File: config.mk
export PLATFORM = sky130hd
export DESIGN_NAME = form_body_tokenizer_unit
export DESIGN_NICKNAME = d
export VERILOG_FILES = /design/src/sv/fbt_pkg.sv /design/src/sv/form_body_tokenizer_unit.sv /design/src/sv/fbt_step.sv
export SDC_FILE = /design/constraint.sdc
export NUM_CORES = 1
export LEC_CHECK = 0
export ABC_CLOCK_PERIOD_IN_PS = 1850
export BUFFER_PORTS_ARGS = -buffer_cell sky130_fd_sc_hd__buf_2
export CAP_MARGIN = 10
export CORE_MARGIN = 2
export CORE_UTILIZATION = 48
export DETAILED_ROUTE_END_ITERATION = 16
export PLACE_DENSITY = 0.73
export SLEW_MARGIN = 10
export SYNTH_ARGS = -nofsm -noshare
export SYNTH_HDL_FRONTEND = slang
export SYNTH_HIERARCHICAL = 1
export SYNTH_SLANG_ARGS = --single-unit
export TNS_END_PERCENT = 100
File: constraint.sdc
create_clock -name clock -period 1.85 [get_ports clock]
set_clock_uncertainty 0.15 [all_clocks]
set_input_delay 0.185 -clock clock [delete_from_list [all_inputs] [get_ports clock]]
set_output_delay 0.185 -clock clock [all_outputs]
set_load 0.01 [all_outputs]
File: src/sv/fbt_pkg.sv
// Shared types, codes and the character-class function for the form body tokenizer.
// No dependencies; imported by the step logic, the top level and the checker.
package fbt_pkg;

   localparam int unsigned ByteWidth  = 8;
   localparam int unsigned RoleWidth  = 3;
   localparam int unsigned ErrWidth   = 3;
   localparam int unsigned UserWidth  = RoleWidth + 1 + ErrWidth;

   localparam logic [ByteWidth-1:0] ChEquals = 8'h3D;
   localparam logic [ByteWidth-1:0] ChAmp    = 8'h26;

   typedef enum logic [1:0] {
      PH_NAME  = 2'd0,
      PH_VALUE = 2'd1,
      PH_ERROR = 2'd2
   } phase_type;

   typedef enum logic [RoleWidth-1:0] {
      ROLE_NAME    = 3'd0,
      ROLE_EQUALS  = 3'd1,
      ROLE_VALUE   = 3'd2,
      ROLE_AMP     = 3'd3,
      ROLE_IGNORED = 3'd4
   } role_type;

   typedef enum logic [ErrWidth-1:0] {
      ERR_NONE        = 3'd0,
      ERR_NO_EQUALS   = 3'd1,
      ERR_EMPTY_NAME  = 3'd2,
      ERR_BAD_NAME    = 3'd3,
      ERR_EMPTY_VALUE = 3'd4,
      ERR_BAD_VALUE   = 3'd5
   } err_type;

   typedef struct packed {
      phase_type phase;
      logic      name_started;
      logic      name_bad;
   } tok_state_type;

   typedef struct packed {
      role_type role;
      logic     pair_done;
      err_type  error_code;
   } tok_result_type;

   // letters, digits, whitespace and the symbols - _ * ^ % $ @ !
   function automatic logic allowed_byte(input logic [ByteWidth-1:0] c);
      logic ok;
      ok = 1'b0;
      if (c >= 8'h61 && c <= 8'h7A) ok = 1'b1;
      if (c >= 8'h41 && c <= 8'h5A) ok = 1'b1;
      if (c >= 8'h30 && c <= 8'h39) ok = 1'b1;
      if (c == 8'h20 || (c >= 8'h09 && c <= 8'h0D)) ok = 1'b1;
      case (c)
         8'h2D, 8'h5F, 8'h2A, 8'h5E, 8'h25, 8'h24, 8'h40, 8'h21: ok = 1'b1;
         default: ;
      endcase
      return ok;
   endfunction

endpackage

File: src/sv/form_body_tokenizer_unit.sv
// Each accepted req word passes the input register and then the result register to rsp.
// Throughput: one byte per cycle while the result register is empty or drains.
// A full result register blocks input only while the input register is full too: the input
// register takes words while it is empty or while the result register drains or is empty.
// Reset (synchronous, active high) empties both registers and returns the parser to the
// name phase with no name bytes seen.
module form_body_tokenizer_unit import fbt_pkg::*; (
   input  logic                 clock,
   input  logic                 reset,
   input  logic                 req_tvalid,
   output logic                 req_tready,
   input  logic [ByteWidth-1:0] req_tdata,   // [7:0] data_byte
   input  logic                 req_tlast,   // last_byte
   output logic                 rsp_tvalid,
   input  logic                 rsp_tready,
   output logic [ByteWidth-1:0] rsp_tdata,   // [7:0] byte_out
   output logic [UserWidth-1:0] rsp_tuser,   // [2:0] role, [3] pair_done, [6:4] error_code
   output logic                 rsp_tlast    // body_end
);

   logic                 in_valid_ff;
   logic [ByteWidth-1:0] in_data_ff;
   logic                 in_last_ff;

   logic                 out_valid_ff;
   logic [ByteWidth-1:0] out_data_ff;
   logic [UserWidth-1:0] out_user_ff;
   logic                 out_last_ff;

   tok_state_type        state_ff;
   tok_state_type        state_in;
   tok_result_type       result;

   logic                 out_free;
   logic                 advance;
   logic                 take;

   assign out_free   = !out_valid_ff || rsp_tready;
   assign advance    = in_valid_ff && out_free;
   assign req_tready = !in_valid_ff || out_free;
   assign take       = req_tvalid && req_tready;

   fbt_step u_step (
      .data_byte (in_data_ff),
      .last_byte (in_last_ff),
      .state_cur (state_ff),
      .state_nxt (state_in),
      .result    (result)
   );

   always_ff @(posedge clock) begin
      if (reset) begin
         in_valid_ff  <= 1'b0;
         out_valid_ff <= 1'b0;
         state_ff     <= '{phase: PH_NAME, name_started: 1'b0, name_bad: 1'b0};
      end else begin
         if (take) begin
            in_valid_ff <= 1'b1;
         end else if (advance) begin
            in_valid_ff <= 1'b0;
         end
         if (advance) begin
            out_valid_ff <= 1'b1;
            state_ff     <= state_in;
         end else if (rsp_tready) begin
            out_valid_ff <= 1'b0;
         end
      end
   end

   always_ff @(posedge clock) begin
      if (take) begin
         in_data_ff <= req_tdata;
         in_last_ff <= req_tlast;
      end
      if (advance) begin
         out_data_ff <= in_data_ff;
         out_user_ff <= {result.error_code, result.pair_done, result.role};
         out_last_ff <= in_last_ff;
      end
   end

   assign rsp_tvalid = out_valid_ff;
   assign rsp_tdata  = out_data_ff;
   assign rsp_tuser  = out_user_ff;
   assign rsp_tlast  = out_last_ff;

endmodule

File: src/sv/fbt_step.sv
// Combinational tokenizer step: tags one byte and computes the next parse state.
// Depends on fbt_pkg for the state, role and error types and the character class.
module fbt_step import fbt_pkg::*; (
   input  logic [ByteWidth-1:0] data_byte,
   input  logic                 last_byte,
   input  tok_state_type        state_cur,
   output tok_state_type        state_nxt,
   output tok_result_type       result
);

   logic is_ok;
   logic is_eq;
   logic is_amp;

   assign is_ok  = allowed_byte(data_byte);
   assign is_eq  = (data_byte == ChEquals);
   assign is_amp = (data_byte == ChAmp);

   always_comb begin
      state_nxt         = state_cur;
      result.role       = ROLE_IGNORED;
      result.pair_done  = 1'b0;
      result.error_code = ERR_NONE;
      unique case (state_cur.phase)
         PH_NAME: begin
            if (is_eq) begin
               result.role = ROLE_EQUALS;
               if (!state_cur.name_started) begin
                  result.error_code = ERR_EMPTY_NAME;
               end else if (state_cur.name_bad) begin
                  result.error_code = ERR_BAD_NAME;
               end else if (last_byte) begin
                  result.error_code = ERR_EMPTY_VALUE;
               end
               state_nxt.phase = (result.error_code != ERR_NONE) ? PH_ERROR : PH_VALUE;
            end else begin
               result.role            = ROLE_NAME;
               state_nxt.name_started = 1'b1;
               if (!is_ok) state_nxt.name_bad = 1'b1;
               if (last_byte) begin
                  result.error_code = ERR_NO_EQUALS;
                  state_nxt.phase   = PH_ERROR;
               end
            end
         end
         PH_VALUE: begin
            if (is_amp) begin
               result.role      = ROLE_AMP;
               result.pair_done = 1'b1;
               state_nxt        = '{phase: PH_NAME, name_started: 1'b0, name_bad: 1'b0};
            end else begin
               result.role = ROLE_VALUE;
               if (!is_ok) begin
                  result.error_code = ERR_BAD_VALUE;
                  state_nxt.phase   = PH_ERROR;
               end else if (last_byte) begin
                  result.pair_done = 1'b1;
               end
            end
         end
         default: ;  // error phase, and the unused code: ignore the byte
      endcase
      // body over: start fresh for the next one
      if (last_byte) begin
         state_nxt = '{phase: PH_NAME, name_started: 1'b0, name_bad: 1'b0};
      end
   end

endmodule

[Word-level counts from Yosys, hierarchy flattened]
Index checks and enable logic that the tools add are counted.
Word-level totals
  output and inout bits: 18
  bits in registers: 31
  logic and storage cells: 89
Operators by class
  equal/unequal tests: 17
  $lt $le $gt $ge: 8
  reduce and logical (&&, ||, !) cells: 20
  mux-type cells: 33
Operator list (count)
  $eq 8x6->1 const B: 8
  $eq 8x7->1 const B: 3
  $mux 3: 8
  $ge 8x7->1 const B: 2
  $le 8x7->1 const B: 2
  $mux 1: 14
  $mux 2: 7
  $pmux 3 s2: 2
  $ge 8x4->1 const B: 1
  $ge 8x6->1 const B: 1
  $le 8x4->1 const B: 1
  $le 8x6->1 const B: 1
  $pmux 4 s2: 1
  $reduce_and 4->1: 2
  $reduce_or 8->1: 1
  $logic_and 1x1->1: 6
  $ne 3x2->1 const B: 2
  $ne 3x3->1 const B: 2
  $reduce_bool 3->1: 2
  $reduce_and 5->1: 1
  $mux 4: 1
  $ne 4x4->1 const B: 1
  $reduce_bool 2->1: 2
  $logic_or 1x1->1: 3
  3 further kinds: 4

[Depth between registers and ports, before layout]
Gate-level depths: netlist (run 1).
  depth after elaboration: 11
  depth in mapped cells: 9

[Hierarchy]
The synthesis (run 1) kept the hierarchy.
By module, submodules not included
  form_body_tokenizer_unit: times used 1, area an instance 1023.5 um^2, sequential area each 870.8 um^2, cells an instance 53
  fbt_step: times used 1, area an instance 485.5 um^2, sequential area each 0.0 um^2, cells an instance 71

[Worst setup path before layout (run 1)]
Ideal clock, no wire load.
  kind: flip-flop to flip-flop
  start point: register in_data_ff[2]
  end point: register state_ff[0] in the netlist's numbering
  library setup time: 72 ps
  path slack: -22 ps
  arrival: 1650 ps
  path buffers: 1
  cell stages (with the launch flop): 9
  cells stage by stage: edfxtp_1 buf_6 nor4_4 xor2_1 a31oi_1 o211ai_4 o32ai_2 nand2b_1 mux2i_1
Between the ends
  longest elaborated chain between the ends: 9
  elaborated cells between the ends (all ways): 34
RTL lines
  start: declaration: line form_body_tokenizer_unit.sv:22  | logic [ByteWidth-1:0] in_data_ff;
  start signal: assignment: line form_body_tokenizer_unit.sv:73  | in_data_ff <= req_tdata;
  $ge 8x7->1 / $le 8x7->1 (equally long branches): line fbt_pkg.sv:52  | if (c >= 8'h61 && c <= 8'h7A) ok = 1'b1;
  $logic_and 1x1->1: line fbt_pkg.sv:52
  $mux 1: line fbt_pkg.sv:52
  $mux 1: line fbt_pkg.sv:53  | if (c >= 8'h41 && c <= 8'h5A) ok = 1'b1;
  $mux 1: line fbt_pkg.sv:54  | if (c >= 8'h30 && c <= 8'h39) ok = 1'b1;
  $mux 1: line fbt_pkg.sv:55  | if (c == 8'h20 || (c >= 8'h09 && c <= 8'h0D)) ok = 1'b1;
  $mux 1: line fbt_pkg.sv:56  | case (c)
  $ne 3x3->1 (no line)
  $reduce_and 5->1 (no line) (*)
  end signal: assignment: line form_body_tokenizer_unit.sv:55  | state_ff <= '{phase: PH_NAME, name_started: 1'b0, name_bad: 1'b0};
  end signal: assignment: line form_body_tokenizer_unit.sv:64  | state_ff <= state_in;
  end: declaration: line form_body_tokenizer_unit.sv:30  | tok_state_type state_ff;
Every way passes the cells marked *; elsewhere a longest branch is shown, timed or not.
A chain may end at the register's enable or synchronous reset.

==> results of run 1 <==
-- cell usage in the layout (no fill, tap or decap), drive strengths merged, types with 6 or more instances in the layout --
cell	n
edfxtp	25
o21ai	8
clkbuf	8
dfxtp	6
nand2b	8
buf	50
nand2	13
a21oi	8
nor2	6
dlygate4sd3	11
-- where the power goes --
part / switching (uW) / internal, uW / total, uW
clock: 226 / 140 / 366
combinational: 91.6 / 93.5 / 185
sequential: 27.6 / 789 / 816
-- final timing paths --
| check | endpoint | slack (ns) |
|---|---|---|
| setup / recovery | state_ff[2] | -0.16 |
| hold / removal | rsp_tvalid | 0.02 |
| setup reg to reg | state_ff[2] | -0.16 |
| hold reg to reg | state_ff[1] | 0.35 |
-- repair_timing --
item	4_1_cts	5_1_grt
buffers inserted	4	3
setup endpoints to repair	8	9
resized for setup	5	10
cloned	0	0
hold buffers	11	0
pin swaps	2	3
endpoints found under the hold margin	11	0
-- cell type report --
type                    count  area [sq um]  area share [%]
clock buffers               6          41.3            2.05
multi-input cells          81           597            29.6
well taps                  44          55.1            2.73
flip-flops and latches     31           871            43.1
repair buffers             63           432            21.4
inverters                   4          15.0           0.744
clock inverters             2          7.51           0.372
-- stage by stage --
stage | setup slack [ns] | hold WS [ns]
5_1_grt | -0.316 | 0.0347
3_5_place_dp | -0.146 | 0.214
6_report | -0.161 | 0.0212
2_1_floorplan | -0.00308 | 0.134
3_3_place_gp | -0.108 | 0.212
4_1_cts | -0.120 | 0.00634
-- routing by layer --
metal | vias up | wire length, microns | share of wire (%) | global-route usage (%)
met5 | - | 0 | 0 | 0
met4 | 0 | 63 | 2.0 | 7.62
met3 | 7 | 185 | 5.8 | 6.93
met2 | 38 | 1570 | 50 | 31.2
met1 | 559 | 1350 | 43 | 24.8
li1 | 588 | - | - | -
-- critical path, stage by stage (launching register included) --
cell	delay, ns
edfxtp_1	0.53
nor4_4	0.26
xor2_1	0.20
a31oi_2	0.14
o211ai_4	0.25
a41o_1	0.19
nand2b_1	0.06
mux2i_1	0.15
-- registers in the layout, indices dropped and copies added (netlist names) --
name	count
in_data_ff	8
rsp_tdata	8
rsp_tuser	7
state_ff	4
in_last_ff	1
in_valid_ff	1
rsp_tlast	1
rsp_tvalid	1
-- cells by family (layout without fill, tap and decap cells) --
| logic type | count (synthesis) | after routing |
|---|---|---|
| xor+xnor | 1 | 1 |
| flops | 31 | 31 |
| simple gates | 51 | 51 |
| mux | 4 | 4 |
| buf+inv | 12 | 75 |
| compound gates | 25 | 25 |
==> out/results.txt, run 1 <==
I/O Buffers - 30
Gr usage total - 19.7%
# setup viols final - 7
Placed inst area - 0.00175 sq mm
ANT cells - 0
Nets@finish - 199
Die W - 60.1 microns
Worst hold path startpoint - rsp_tready
Final design utilization - 66.7%
CTS Sinks - 31
Total power - 1370 uW
Pre-Repair DR Iteration Count - 4
Clk_lat worst skew - 0.33 ns
Startpoint Class - register
R2r worst-path depth - 7
Post-Synth XOR/XNOR Area - 0.580%
Synth area leaders - edfxtp_1 (50%), dfxtp_1 (8.0%), buf_6 (3.7%)
Initial Util - 49.8%
CP Launch Point - in_data_ff[1]
Largest family of logic cells by synthesized area - simple AND/OR/NAND/NOR gates
Top FF cell, synth - edfxtp_1
Sequential-to-total area share from yosys stat - 57.7%
Synth cell count leaders - edfxtp_1 (25), nand2_1 (13), nand2b_1 (8)
Critical Path RT - 1.96 ns
Vias/cell - 5.16
Via Count - 1192
Adder-cell share of the synthesized area - 0%
Die Span Y - 60.1 microns
Synth Warn # - 6
Async set-reset flop share out of synthesis - 0%
First-pass GRT wire length - 5060 microns
Sum Neg Setup Slack - -0.708 ns
Final period utilization - 109%
Layout cells sized above 1 - 39.0%
Grt ovf - 0
Fillers - 227
Worst-margin pin slew - 0.422 ns
Hold Path Class - primary input to register
Io pins - 31
Crit path capture type - register
Final Non-Filler Cells - 231
Synth Register Bits - 31
Post-Synth Simple-Gate Area - 21.2%
Final GP Congestion - 0.869
Post-route cell area - 0.00202 sq mm
VDD IR-drop max - 0.426 mV
Cells after DPL - 205
RR Startpoint - in_data_ff[1]
Most frequent cell after synthesis - edfxtp_1
Clk slew on worst S/H paths - 0.10 ns
1st-iter DRT viols - 41
Maxcap violations - 0
Largest net degree at the start of global routing - 14
Synth Area in Compound Gates - 11.7%
Failing checks - setup timing
Total CTS buffers - 5
CP Data Arrival Time - 2.12 ns
Cells after synthesis - 124
Number of enable flip-flop cells after synthesis - 25
Synth area leader - edfxtp_1
Core region area - 0.00303 sq mm
Crit path max fanout - 6
Status - finished, violations left
Worst Setup Slack, final - -0.161 ns
Site Rows - 20
WL/cell - 13.7 microns
Mapped cell area - 0.00151 sq mm
Detailed-route DRC error count - 0
Critical path class - register to register
WL final - 3170 microns
Vias in the first global route - 1073
Initial antenna violation count - 0
Leak - 0.000782 uW
Final Hold Viols - 0
Multiplexer share of the synthesized area - 2.65%
Layout area overhead - 33.7%
CTS tree - done
Root Driver - clkbuf_4
Max_slew headroom - 71.9%
Antenna viol nets, final - 0
RSZ-0062 raised after global routing - yes
Post-synth top area share - 49.8%
Max Freq - 0.497 GHz
DP HPWL - 1980 microns
Hold path depth - 4
Maximum buffer depth of the clock tree - 2
Synth cell types - 37
H-tree Lvls - 2
Die area - 0.00361 sq mm
Pwr per Cell Area - 678 mW/mm^2
Post-route minimum period - 2.01 ns
Avg Cell Area, Syn - 12.2 sq um
Syn nets - 137
Slew Limit Fails - 0
Note: power is estimated with default switching activity, not from simulation.
==> inputs of run 2 (changes only) <==
ABC_CLOCK_PERIOD_IN_PS = 1800   (was 1850)
clock period = 1.8 ns   (was 1.85 ns; I/O delays follow)
==> run 2 against run 1 <==
Largest cell class unchanged. Register-to-register slack worse by 0.16 ns. Sequential share of layout area grew 0.24 points. Via count up 1.2%. Critical endpoint is now rsp_tuser[3]. Global-route usage shrank 0.83 points. Worst hold slack improved by 0.23 ns. Die area unchanged. The flow still finishes with violations (setup timing).
==> out/results.txt, run 2 (synthesis gave the netlist of run 1 again) <==
Final GP Congestion - 0.902 (+3.8%)
Critical Path RT - 1.75 ns (-0.21 ns)
Area occupied by multi-input gates - 576 sq um (-3.6%)
Commonest cells after routing, fill and taps aside - buf_2 (30), edfxtp_1 (25), buf_4 (17)
Max Freq - 0.471 GHz (-5.2%)
Crit path max fanout - 6 (unchanged)
Gr usage total - 18.9% (-0.83 points)
Detailed-route DRC error count - 0 (unchanged)
Nets@finish - 197 (-1.0%)
Crit path cell chain - buf_6, nor4_4, a21oi_2, a21oi_2, o211ai_4, buf_4, a31o_1
Core region area - 0.00303 sq mm (unchanged)
WL/cell - 13.3 microns (-3.4%)
H-tree Lvls - 2 (unchanged)
Die Span Y - 60.1 microns (unchanged)
Fillers - 224 (-1.3%)
Post-route minimum period - 2.12 ns (+0.110 ns)
RSZ-0062 raised after global routing - yes
Via Count - 1206 (+1.2%)
Total CTS buffers - 5 (unchanged)
DP HPWL - 2010 microns (+1.7%)
Largest net degree at the start of global routing - 21 (+7)
# setup viols final - 8 (+1)
Initial Util - 49.8% (unchanged)
Placed inst area - 0.00175 sq mm (unchanged)
Critical path class - register to register
CTS Sinks - 31 (unchanged)
First-pass GRT wire length - 4890 microns (-3.3%)
Die W - 60.1 microns (unchanged)
Vias in the first global route - 1166 (+8.7%)
Pre-CTS WS - -0.232 ns (-0.0868 ns)
CTS tree - done
VDD IR-drop max - 0.463 mV (+8.6%)
Root Driver - clkbuf_4
I/O Buffers - 30 (unchanged)
Grt ovf - 0 (unchanged)
Net Switching - 348 uW (+1.1%)
Initial antenna violation count - 0 (unchanged)
Maximum buffer depth of the clock tree - 2 (unchanged)
Most common cell after layout, fill and taps aside - buf_2
Max_slew headroom - 74.4% (+2.5 points)
Register area - 871 sq um (unchanged)
Sum Neg Setup Slack - -1.76 ns (-1.06 ns)
Clk slew on worst S/H paths - 0.10 ns (about the same)
WL final - 3040 microns (-4.2%)
Layout area overhead - 33.0%
Io pins - 31 (unchanged)
Antenna viol nets, final - 0 (unchanged)
Internal power - 1150 uW (+12%)
Switch share - 23.3% (-1.9 points)
Maxcap violations - 0 (unchanged)
Clock share of power - 31.2% (+4.4 points)
Final Hold Viols - 0 (unchanged)
Vias/cell - 5.27 (+2.1%)
Pwr per Cell Area - 745 mW/mm^2 (+10%)
CP Data Arrival Time - 2.07 ns (-0.05 ns)
Final period utilization - 118% (+9.2 points)
Slew Limit Fails - 0 (unchanged)
Total power - 1500 uW (+9.4%)
Failing checks - setup timing
Combinational Power Share - 12.7% (-0.8 points)
Post-route cell area - 0.00201 sq mm (-0.56%)
1st-iter DRT viols - 46 (+12%)
Die area - 0.00361 sq mm (unchanged)
Reg power frac - 56.1% (-3.6 points)
Hold Path Class - primary input to register
Site Rows - 20 (unchanged)
ANT cells - 0 (unchanged)
Worst Setup Slack, final - -0.321 ns (-0.160 ns)
Startpoint Class - register
Layout cells sized above 1 - 37.8% (-1.2 points)
Leak - 0.000791 uW (+1.1%)
Most frequent CP cell - a21oi_2
Worst hold margin - 0.249 ns (+0.228 ns)
Delay of the slowest cell on the worst path - 0.51 ns (-0.02 ns)
Slowest CP cell - edfxtp_1
Worst-margin pin slew - 0.385 ns (-0.0369 ns)
Pre-Repair DR Iteration Count - 4 (unchanged)
Clk_lat worst skew - 0.33 ns (about the same)
Crit path capture type - register
Status - finished, violations left
-- run 2: cell count changes in the layout (fill, tap and decap cells not counted), sizes merged --
cell | previous run | this run
dlygate4sd3 | 11 | 12
clkinv | 2 | 0
buf | 50 | 49
-- run 2: stage by stage --
stage | utilization [%] | std cells
floorplan | - | 124
global placement | 57.8 | 205
detailed placement | 57.8 | 205
CTS | 64.5 | 225
global route | 66.3 | 229
finish | 66.3 | 229
-- run 2: cell type report --
type | count | share of cell area (%)
Tap cell | 44 | 2.74
Inverter | 4 | 0.748
Sequential cell | 31 | 43.4
Timing Repair Buffer | 61 | 20.9
Clock buffer | 8 | 3.49
Multi-Input combinational cell | 81 | 28.7
-- run 2: power groups by stage --
stage	Sequential, uW	Combinational, uW	Clock, uW
after global placement	854	144	0
after CTS	838	177	476
after floorplan	857	94.4	0
after global routing	844	207	505
after detailed placement	857	148	0
final	839	190	467
-- run 2: worst paths after layout --
check | start | endpoint | slack, ns | cells past startpoint
setup / recovery | in_data_ff[0] | rsp_tuser[3] | -0.32 | 7
hold / removal | req_tvalid | in_data_ff[4] | 0.25 | 4
setup reg to reg | in_data_ff[0] | rsp_tuser[3] | -0.32 | 7
hold reg to reg | state_ff[1] | state_ff[1] | 0.37 | 2
-- run 2: worst max-delay path, delay by kind of cell (launching register included) --
kind / cells / cell delay, ns
and+or+nand+nor: 1 / 0.29
AOI/OAI and AO/OA: 4 / 0.59
DFF: 1 / 0.51
buffers and inverters: 2 / 0.34
-- run 2: per-layer routing --
metal	up-vias	track usage, %	routed length [microns]
li1	578	-	-
met1	551	20.6	1210
met2	61	30.9	1510
met3	16	7.14	171
met4	0	11.4	148
met5	-	0	0
-- run 2: timing repair --
action / 4_1_cts / 5_1_grt
resized for setup: 5 / 5
hold buffers: 11 / 1
cloned: 0 / 0
buffers inserted: 1 / 3
endpoints found under the hold margin: 11 / 1
pin swaps: 4 / 3
endpoints found under the setup margin: 8 / 9
